File: src/rtl/rbe_pkg.sv
// Package: shared types, constants and helpers for the rANS byte encoder
package rbe_pkg;
    localparam int unsigned CONTEXTS_DEF  = 256;
    localparam int unsigned FLOOR_LOG_DEF = 23;
    localparam int unsigned OP_W   = 2;
    localparam int unsigned CUM_W  = 16;
    localparam int unsigned FREQ_W = 17;
    localparam int unsigned DATA_W = 32;
    localparam int unsigned ST_W   = 31;
    localparam int unsigned LR_W   = 5;
    localparam logic [LR_W-1:0] LR_RESET = 5'd12;

    localparam logic [OP_W-1:0] OP_LOAD   = 2'd0;
    localparam logic [OP_W-1:0] OP_ENCODE = 2'd1;
    localparam logic [OP_W-1:0] OP_FLUSH  = 2'd2;

    localparam logic KIND_BYTE  = 1'b0;
    localparam logic KIND_STATE = 1'b1;

    typedef struct packed {
        logic [OP_W-1:0]   operation;
        logic [7:0]        context_req;
        logic [7:0]        symbol;
        logic [CUM_W-1:0]  cum_freq;
        logic [FREQ_W-1:0] freq;
    } t_in_item;

    typedef struct packed {
        logic              kind;
        logic [DATA_W-1:0] data;
        logic              last;
    } t_out_item;

    // controller -> datapath
    typedef struct packed {
        logic load;      // latch item, start table access
        logic write;     // unused; the table entry is written with load
        logic prep;      // latch entry, compute limit and shift
        logic renorm;    // shift state right by a byte
        logic mul1;      // st * inv product register
        logic update;    // write new coder state
        logic flush;     // reload floor value
    } t_cmd;

    // datapath -> controller
    typedef struct packed {
        logic             above;
        logic [OP_W-1:0]  operation;
    } t_status;

    function automatic logic [4:0] sat_lr(input logic [LR_W-1:0] v);
        if (v < 5'd8) return 5'd8;
        if (v > 5'd16) return 5'd16;
        return v;
    endfunction
endpackage

File: src/rtl/rbe_ctrl.sv
// Controller: sequences table access, renormalisation, update and output
module rbe_ctrl import rbe_pkg::*; (
    input  logic        i_clk,
    input  logic        i_rst_n,
    input  logic        i_in_valid,
    output logic        o_in_ready,
    input  t_status     i_status,
    input  logic        i_recip_done,
    output logic        o_recip_go,
    output t_cmd        o_cmd,
    input  logic [31:0] i_state32,
    input  logic [7:0]  i_byte,
    output logic        o_out_valid,
    input  logic        i_out_ready,
    output t_out_item   o_out
);
    localparam logic [2:0] S_IDLE  = 3'd0;
    localparam logic [2:0] S_DEC   = 3'd1;
    localparam logic [2:0] S_PREP  = 3'd2;
    localparam logic [2:0] S_RENO  = 3'd3;
    localparam logic [2:0] S_RECIP = 3'd4;
    localparam logic [2:0] S_MUL   = 3'd5;
    localparam logic [2:0] S_UPD   = 3'd6;

    logic [2:0]  r_state, n_state;
    logic [1:0]  r_n, n_n;
    logic        r_ov, n_ov;
    t_out_item   r_out, n_out;
    logic        r_hold, n_hold;
    t_out_item   r_hb, n_hb;
    logic        space;

    assign space = !r_ov || i_out_ready;

    always_comb begin
        n_state = r_state; n_n = r_n; n_ov = r_ov; n_out = r_out;
        n_hold = r_hold; n_hb = r_hb;
        o_cmd = '0; o_recip_go = 1'b0; o_in_ready = 1'b0;
        if (r_ov && i_out_ready) n_ov = 1'b0;
        case (r_state)
            S_IDLE: begin
                o_in_ready = 1'b1;
                if (i_in_valid) begin
                    o_cmd.load = 1'b1;
                    n_state = S_DEC;
                end
            end
            S_DEC: begin
                case (i_status.operation)
                    OP_ENCODE: begin
                        o_cmd.prep = 1'b1;
                        o_recip_go = 1'b1;
                        n_n = 2'd0;
                        n_hold = 1'b0;
                        n_state = S_RENO;
                    end
                    OP_FLUSH: begin
                        if (space) begin
                            n_ov = 1'b1;
                            n_out = '{kind: KIND_STATE, data: i_state32, last: 1'b1};
                            o_cmd.flush = 1'b1;
                            n_state = S_IDLE;
                        end
                    end
                    default: n_state = S_IDLE;
                endcase
            end
            S_RENO: begin
                if (r_n != 2'd2 && i_status.above) begin
                    if (!r_hold || space) begin
                        if (r_hold) begin
                            n_ov = 1'b1;
                            n_out = r_hb;
                        end
                        n_hold = 1'b1;
                        n_hb = '{kind: KIND_BYTE, data: {24'd0, i_byte}, last: 1'b0};
                        o_cmd.renorm = 1'b1;
                        n_n = r_n + 2'd1;
                    end
                end else if (!r_hold || space) begin
                    if (r_hold) begin
                        n_ov = 1'b1;
                        n_out = r_hb;
                        n_out.last = 1'b1;
                    end
                    n_hold = 1'b0;
                    n_state = S_RECIP;
                end
            end
            S_RECIP: if (i_recip_done) n_state = S_MUL;
            S_MUL: begin
                o_cmd.mul1 = 1'b1;
                n_state = S_UPD;
            end
            S_UPD: begin
                o_cmd.update = 1'b1;
                n_state = S_IDLE;
            end
            default: n_state = S_IDLE;
        endcase
    end

    always_ff @(posedge i_clk) begin
        if (!i_rst_n) begin
            r_state <= S_IDLE;
            r_ov    <= 1'b0;
            r_hold  <= 1'b0;
            r_n     <= '0;
        end else begin
            r_state <= n_state;
            r_ov    <= n_ov;
            r_hold  <= n_hold;
            r_n     <= n_n;
        end
        r_out <= n_out;
        r_hb  <= n_hb;
    end

    assign o_out_valid = r_ov;
    assign o_out       = r_out;

    a_no_accept_busy: assert property (@(posedge i_clk) disable iff (!i_rst_n)
        (r_state != S_IDLE) |-> !o_in_ready) else $error("ready while busy");
    a_renorm_bound: assert property (@(posedge i_clk) disable iff (!i_rst_n)
        o_cmd.renorm |-> (r_n != 2'd2)) else $error("too many bytes");
    a_out_hold: assert property (@(posedge i_clk) disable iff (!i_rst_n)
        (r_ov && !i_out_ready) |=> (r_ov && $stable(r_out))) else $error("output lost");
endmodule

File: config.mk
export PLATFORM = sky130hd
export DESIGN_NAME = rbe_ctrl
export DESIGN_NICKNAME = d
export VERILOG_FILES = /design/src/rtl/rbe_pkg.sv /design/src/rtl/rbe_ctrl.sv
export SDC_FILE = /design/constraint.sdc
export NUM_CORES = 1
export LEC_CHECK = 0
export BUFFER_PORTS_ARGS = -buffer_cell sky130_fd_sc_hd__clkbuf_2
export CORE_UTILIZATION = 46
export DETAILED_ROUTE_END_ITERATION = 12
export MAX_ROUTING_LAYER = met4
export PLACE_DENSITY = 0.85
export SLEW_MARGIN = 20
export SYNTH_ARGS = -nofsm -noshare
export SYNTH_HDL_FRONTEND = slang
export SYNTH_SLANG_ARGS = --single-unit
File: constraint.sdc
create_clock -name i_clk -period 4.7 [get_ports i_clk]
set_clock_uncertainty 0.1 [all_clocks]
set_input_delay 1.41 -clock i_clk [delete_from_list [all_inputs] [get_ports i_clk]]
set_output_delay 1.41 -clock i_clk [all_outputs]
set_load 0.01 [all_outputs]
Word level (Yosys, flattened, before mapping):

Index checks and enable logic that the tools add are counted.

* register bits after elaboration: 49
* bits in latches: 0
* memory bits (writable): 0
* bits in read-only memories: 0
* bits of input ports: 48
* output and inout port bits: 44
* word-level logic and storage cells: 83
* memories: 0

* $add $sub $neg: 1
* multiply operators: 0
* divide/modulo/power cells: 0
* magnitude comparators: 0
* equality and inequality tests: 18
* shift operators: 0
* multiplexer cells: 43
* bitwise logic cells: 0
* reductions and logical operators: 13

Operators with widths (count)
* $mux W34: 7
* $pmux W34 S2: 1
* $mux W1: 22
* $ne A2 B2 Y1 const B: 8
* $mux W3: 5
* $pmux W3 S5: 1
* $reduce_and A5 Y1: 2
* $eq A3 B3 Y1 const B: 3
* $mux W2: 3
* $pmux W3 S2: 1
* $reduce_and A3 Y1: 2
* $ne A2 B1 Y1 const B: 2
* $pmux W1 S2: 2
* $pmux W2 S2: 1
* $reduce_and A4 Y1: 1
* $eq A3 B1 Y1 const B: 1
* $eq A3 B2 Y1 const B: 1
* $logic_not A3 Y1: 1
* $ne A3 B3 Y1 const B: 1
* $add A2 B1 Y2 const B: 1
* $eq A2 B1 Y1 const B: 1
* $eq A2 B2 Y1 const B: 1
* $logic_and A1 B1 Y1: 2
* $logic_not A1 Y1: 2
* 2 further kinds: 3

Longest topological paths before layout:

Gate-level depths: netlist (run 1).

* word-level depth: 6
* gate-level depth with buffers: 6

Least setup slack after synthesis (run 1):

No wires, ideal clock.

* path kind: in2reg
* start: input i_status[0] (netlist bit)
* end: register r_out (netlist bit o_out[0]), enable pin
* library setup time: 0.429 ns
* data arrival time: 3.485 ns
* data required time: 4.171 ns
* slack: 0.686 ns
* stages: 3
* buffers on the path: 0
* cells stage by stage: or3b_1 -> a21oi_1 -> nor2b_1

* word-level cells in the longest chain between the ends: 3

RTL lines
* start, declared: RTL line rbe_ctrl.sv:7 `input t_status i_status,`
* $eq A2 B2 Y1: RTL line rbe_ctrl.sv:49 `case (i_status.operation)`
* $ne A2 B1 Y1 (no line)
* $reduce_and A5 Y1 (no line)
* end signal, assigned: RTL line rbe_ctrl.sv:115 `r_out <= n_out;`
* end, declared: RTL line rbe_ctrl.sv:28 `t_out_item r_out, n_out;`

No other way between the ends.
A chain may end at the register's enable or synchronous reset.

==> results of run 1 <==
stage by stage:
| step | utilization | instance area, sq um | hold slack (ps) |
|---|---|---|---|
| floorplan | - | 2058 | 348.7 |
| global placement | 0.6132 | 2541 | 372.0 |
| detailed placement | 0.6132 | 2541 | 375.2 |
| CTS | 0.6398 | 2651 | 390.0 |
| global route | 0.6398 | 2651 | 417.4 |
| finish | 0.6398 | 2651 | 389.3 |
registers in the layout (all words and copies together), names as in the netlist:
signal / flops
r_hb: 8
o_out_valid: 1
o_out: 34
r_n: 2
r_hold: 1
r_state: 3
critical path, delay by kind of cell:
family / cells / cell delay, ps
AND/OR/NAND/NOR: 3 / 460
buffers and inverters: 3 / 440
where the power goes:
group / switching, mW / internal [mW] / total (mW)
Clock: 0.134 / 0.157 / 0.291
Sequential: 0.00551 / 0.483 / 0.488
Combinational: 0.0344 / 0.0355 / 0.0700
how the worst min path moves through the flow:
stage | from | end | depth (start not counted)
finish | r_n[0]$_SDFFE_PN0P_ | r_n[0]$_SDFFE_PN0P_ | 1
floorplan | r_n[0]$_SDFFE_PN0P_ | r_n[0]$_SDFFE_PN0P_ | 1
global placement | r_n[0]$_SDFFE_PN0P_ | r_n[0]$_SDFFE_PN0P_ | 1
detailed placement | r_n[0]$_SDFFE_PN0P_ | r_n[0]$_SDFFE_PN0P_ | 1
CTS | r_n[0]$_SDFFE_PN0P_ | r_n[0]$_SDFFE_PN0P_ | 1
global route | r_n[0]$_SDFFE_PN0P_ | r_n[0]$_SDFFE_PN0P_ | 1
logic make-up after synthesis:
group	Yosys count	synth area share
AND/OR/NAND/NOR	76	0.2024
other	1	0.001822
buffers and inverters	16	0.03951
multiplexers	1	0.004863
AO/OA/AOI/OAI	17	0.06444
flip-flops	49	0.6808
adder cells (fa/ha/maj)	1	0.006078
cell type report:
type                    count  area [sq um]  area share
clock buffers               5         68.82     0.02596
inverters                   7         28.78     0.01085
well taps                  50         62.56     0.02360
multi-input cells          96         583.1      0.2199
repair buffers             92         465.4      0.1756
flip-flops and latches     49          1401      0.5286
clock inverters             3         41.29     0.01557
layer usage:
metal,routed length [um],track usage
met1,1597,0.2059
met2,1969,0.2985
met3,350,0.06250
met4,67,0.06122
met5,0,-
layout by cell type, fill, tap and decap left out, types with 2 or more instances in the layout:
master,Yosys,final
clkbuf_2,1,90
edfxtp_1,42,42
nand2_1,28,28
and2_1,25,25
dfxtp_1,7,7
inv_1,6,6
clkbuf_8,0,5
nor3_1,4,4
nor2b_1,4,3
a21oi_1,3,3
nor2_1,3,3
nand2b_1,2,2
and3b_1,2,2
buf_4,2,2
==> run_results.csv, run 1 <==
group,metric,value,unit
timing,hold_viol,0,
floorplan,core_area,4144,sq um
power_and_ir_drop,powerDensity,320.3,nW/um^2
global_routing,grt.total_usage,0.1815,
timing,slew_viol_final,0,
finish,n_antenna_cell,0,
cts,ctsHoldBuffers,0,
power_and_ir_drop,ir_worst_vdd,0.1589,mV
setup_path,crit_path_end,"o_cmd[3]",
cts,clk_latency,300,ps
setup_path,r2r_end,"o_out[1]$_DFFE_PP_",
floorplan,die_area,4746,sq um
cts,clock-root-buffer,"clkbuf_8",
timing,rsz0062_at_grt,"false",
setup_path,crit_chain,"clkbuf_2 > nor2b_1 > buf_4 > nand2_1 > nor2_1 > clkbuf_2",
setup_path,cpPeakStageDelay,260,ps
global_routing,grt_pass1_vias,1324,
route,ant_nets,0,
global_routing,overflow,0,
yosys,yosysWarnings,0,
yosys,yosys.cell_count.top_type,"edfxtp_1",
power_and_ir_drop,p_leak,1.115,nW
setup_path,r2r-start,"r_state[1]$_SDFFE_PN0P_",
global_routing,antenna_found_initial,0,
cts,htreeDepth,2,
placed_design,dp_cells,294,
route,wl_per_cell,13.20,um
yosys,ys_ff_latch,49,
yosys,synth_area_leader_cell,"edfxtp_1",
setup_path,worst-r2r-setup-slack,2340,ps
setup_path,crit_top_cell,"clkbuf_2",
timing,setup_ws,880.6,ps
cts,cts_tree,"done",
yosys,synth_nets,210,
cts,clk_pin_slew_worst_paths,80,ps
setup_path,crit_required,3190,ps
floorplan,dieWidth,68.89,um
yosys,ys_types,42,
floorplan,die_y,68.89,um
outcome,status,"complete, no violations",
flow_run,cap_violations,0,
route,first_iter_violations,71,
route,drc_errors,0,
power_and_ir_drop,power.total,0.8491,mW
yosys,synth_area,2058,sq um
placed_design,routabilityCongestion,0.8570,
timing,fin_crit_sh,0.8126,
setup_path,crit_slowest_cell,"nor2_1",
yosys,yosys-top-cells-count,"edfxtp_1 (42), nand2_1 (28), and2_1 (25)",
global_routing,grt_pass1_wl,5.934,mm
setup_path,arrival,2310,ps
timing,finalSetupViolations,0,
yosys,synth_area_per_cell,12.78,sq um
floorplan,initial_utilization,0.4967,
finish,instances_no_fill,302,
finish,area_growth,28.81,%
yosys,synth_top_cells_by_area,"edfxtp_1 (61%), and2_1 (7.6%), dfxtp_1 (6.8%), nand2_1 (5.1%), nor2b_1 (1.2%)",
setup_path,crit_path_start_kind,"input pin",
yosys,synth_top_area_frac,0.6128,
setup_path,critPathLaunch,"i_status[2]",
placed_design,dpl.hpwl,2.896,mm
yosys,synth_edf_count,42,
placed_design,io_buffer_count,90,
route,num_vias,1483,
global_routing,grt_max_degree,35,
worst_hold_path,hp-class,"reg2reg",
floorplan,num_io_pins,92,
route,vias_per_cell,4.911,
floorplan,rows,23,
setup_path,crit_path_end_kind,"output pin",
timing,fmax,261.8,MHz
yosys,ys_seq_area_frac,0.6809,
timing,fin_crit,3819,ps
cts,cts_made_buffers,5,
cts,cts_resized,0,
route,wirelength,3.985,mm
cts,clock_path_buffers,2,
route,drtPass1Iterations,4,
cts,cts_setup_buffers,0,
setup_path,crit_fanout,8,
finish,fin_nets,300,
timing,tightest_slew,912.3,ps
timing,maxSlewHeadroom,0.3905,
cts,cts.sinks,49,
setup_path,worstSetupPathType,"in2out",
timing,fin_setup_tns,0,ps
yosys,synth-async-reset-ratio,0,
placed_design,dpl_worst_slack,884.4,ps
yosys,synth_cells,161,
yosys,synth-main-ff-cell,"edfxtp_1",
finish,fillerInstances,314,
finish,drive_gt1_frac,0.4127,
setup_path,rr_worst_depth,3,
No activity file was read; power rests on OpenSTA's default activity.
==> run 2: changes to the inputs <==
- ABC_AREA: not set -> 1
- CORE_UTILIZATION: 46 -> 47
- PLACE_DENSITY: 0.85 -> 0.87
- clock period: 4.7 -> 3.8 ns (I/O delays scaled with it)
==> run 2 against run 1 <==
Worst hold slack worse by 7.2 ps. Die area is 1.0% lower. Final cell count is 16% higher. Combinational power is 90% higher. Critical path type unchanged. Largest power group unchanged.
==> run_results.csv, run 2 <==
group,metric,value,unit
outcome,status,"complete, no violations",
global_routing,grt_max_degree,35,
global_routing,grt_pass1_wl,5.961,mm
setup_path,rr_worst_depth,5,
setup_path,crit_path_start_kind,"input pin",
yosys,yosys-top-cells-count,"nor2_1 (44), edfxtp_1 (42), inv_1 (42)",
yosys,yosys.cell_count.top_type,"nor2_1",
floorplan,num_io_pins,92,
yosys,ys_ff_latch,49,
cts,cts_made_buffers,5,
timing,rsz0062_at_grt,"false",
setup_path,crit_chain,"clkbuf_2 > inv_1 > nor2_1 > nand2_2 > a21oi_2 > clkbuf_2",
placed_design,io_buffer_count,90,
floorplan,die_y,68.54,um
setup_path,crit_top_cell,"clkbuf_2",
global_routing,grt_pass1_vias,1399,
cts,clk_pin_slew_worst_paths,80,ps
route,wirelength,3.994,mm
timing,fin_crit,3055,ps
setup_path,crit_slowest_cell,"a21oi_2",
power_and_ir_drop,powerDensity,413.3,nW/um^2
timing,finalSetupViolations,0,
setup_path,worstSetupPathType,"in2out",
yosys,synth-async-reset-ratio,0,
route,ant_nets,0,
floorplan,die_area,4697,sq um
worst_hold_path,hp-class,"reg2reg",
timing,hold_viol,0,
setup_path,arrival,1810,ps
cts,htreeDepth,2,
cts,clock-root-buffer,"clkbuf_8",
finish,area_growth,29.59,%
finish,n_antenna_cell,0,
yosys,synth_cells,208,
yosys,yosysWarnings,0,
yosys,synth_edf_count,42,
floorplan,initial_utilization,0.5056,
yosys,synth_area_leader_cell,"edfxtp_1",
setup_path,crit_path_end_kind,"output pin",
cts,ctsHoldBuffers,0,
floorplan,dieWidth,68.54,um
cts,cts.sinks,49,
cts,cts_tree,"done",
setup_path,cpPeakStageDelay,160,ps
floorplan,core_area,4115,sq um
route,first_iter_violations,105,
route,drtPass1Iterations,4,
cts,cts_resized,0,
power_and_ir_drop,power.total,1.114,mW
placed_design,routabilityCongestion,0.8466,
placed_design,dpl_cell_area,2592,sq um
yosys,ys_seq_area_frac,0.6735,
global_routing,overflow,0,
yosys,synth_area,2081,sq um
setup_path,crit_fanout,4,
power_and_ir_drop,ir_worst_vdd,0.2586,mV
finish,fin_util,0.6552,
route,vias_per_cell,4.575,
power_and_ir_drop,p_leak,1.322,nW
finish,drive_gt1_frac,0.3588,
finish,largest_register_ffs,34,
route,wl_per_cell,11.38,um
route,num_vias,1606,
global_routing,grt.total_usage,0.1863,
yosys,synth-main-ff-cell,"edfxtp_1",
finish,fillerInstances,348,
yosys,synth_area_per_cell,10.00,sq um
timing,slew_viol_final,0,
finish,design_area,2696,sq um
timing,fmax,327.4,MHz
global_routing,antenna_found_initial,0,
cts,clock_path_buffers,2,
setup_path,crit_required,2560,ps
timing,fin_crit_sh,0.8038,
placed_design,dpl.hpwl,3.040,mm
worst_hold_path,min_path_cells,2,
route,drc_errors,0,
yosys,ys_types,22,
finish,fin_nets,350,
floorplan,rows,23,
timing,fin_setup_tns,0,ps
flow_run,cap_violations,0,
cts,clk_latency,300,ps
finish,most-common-layout-cells,"clkbuf_2 (90), nor2_1 (44), inv_1 (42), edfxtp_1 (42), nand2_1 (39)",
finish,final_common_cell,"clkbuf_2",
yosys,synth_top_cells_by_area,"edfxtp_1 (61%), nor2_1 (7.9%), inv_1 (7.6%), nand2_1 (7.0%), dfxtp_1 (6.7%)",
cts,cts_setup_buffers,0,
yosys,synth_nets,257,
finish,seqCellArea,1401,sq um
yosys,synth_top_area_frac,0.6061,
finish,multi_input_area,494.2,sq um
-- run 2: per-stage QoR --
step | hold slack [ps] | setup WS [ps] | cells
2_1_floorplan | 342.9 | 736.4 | 208
6_report | 382.2 | 745.4 | 351
3_5_place_dp | 380.8 | 747.1 | 344
5_1_grt | 418.9 | 650.8 | 351
4_1_cts | 393.0 | 745.4 | 351
3_3_place_gp | 355.3 | 785.7 | 344
-- run 2: path summary, 6_finish.rpt --
path,start,slack (ps),end
max,i_status[2],750,o_cmd[3]
min,r_n[1]$_SDFFE_PN0P_,380,r_n[1]$_SDFFE_PN0P_
max reg2reg,r_state[2]$_SDFFE_PN0P_,1660,o_out[1]$_DFFE_PP_
min reg2reg,r_n[1]$_SDFFE_PN0P_,380,r_n[1]$_SDFFE_PN0P_
-- run 2: layout make-up --
cell class	instances	share of cell area
Timing Repair Buffer	93	0.1754
Multi-Input combinational cell	109	0.1833
Inverter	43	0.05986
Tap cell	50	0.02320
Clock inverter	2	0.01299
Clock buffer	5	0.02552
Sequential cell	49	0.5197
-- run 2: metal layers --
metal  routed length [um]  track usage
met1                 1583       0.2013
met4                   63      0.07031
met3                  299      0.04934
met2                 2048       0.3260
met5                    0            -
-- run 2: kinds of logic (layout without fill, tap and decap cells) --
family                     count (synthesis)  count (layout)  share of synthesized area
buffers and inverters                     50             143                    0.09621
other                                      1               1                   0.001802
adders and majority gates                  1               1                   0.006012
DFF                                       49              49                     0.6735
AOI/OAI and AO/OA                         10              10                    0.02766
and+or+nand+nor                           97              97                     0.1948
-- run 2: power breakdown --
part           total (mW)  internal [mW]  switching (mW)
sequential          0.633          0.621          0.0111
combinational       0.133         0.0559          0.0775
clock               0.348          0.191           0.157
total                1.11          0.869           0.246
-- run 2: worst max-delay path, delay by kind of cell --
kind,cells,cell delay (ps)
buf+inv,3,260
simple gates,2,250
compound gates,1,160
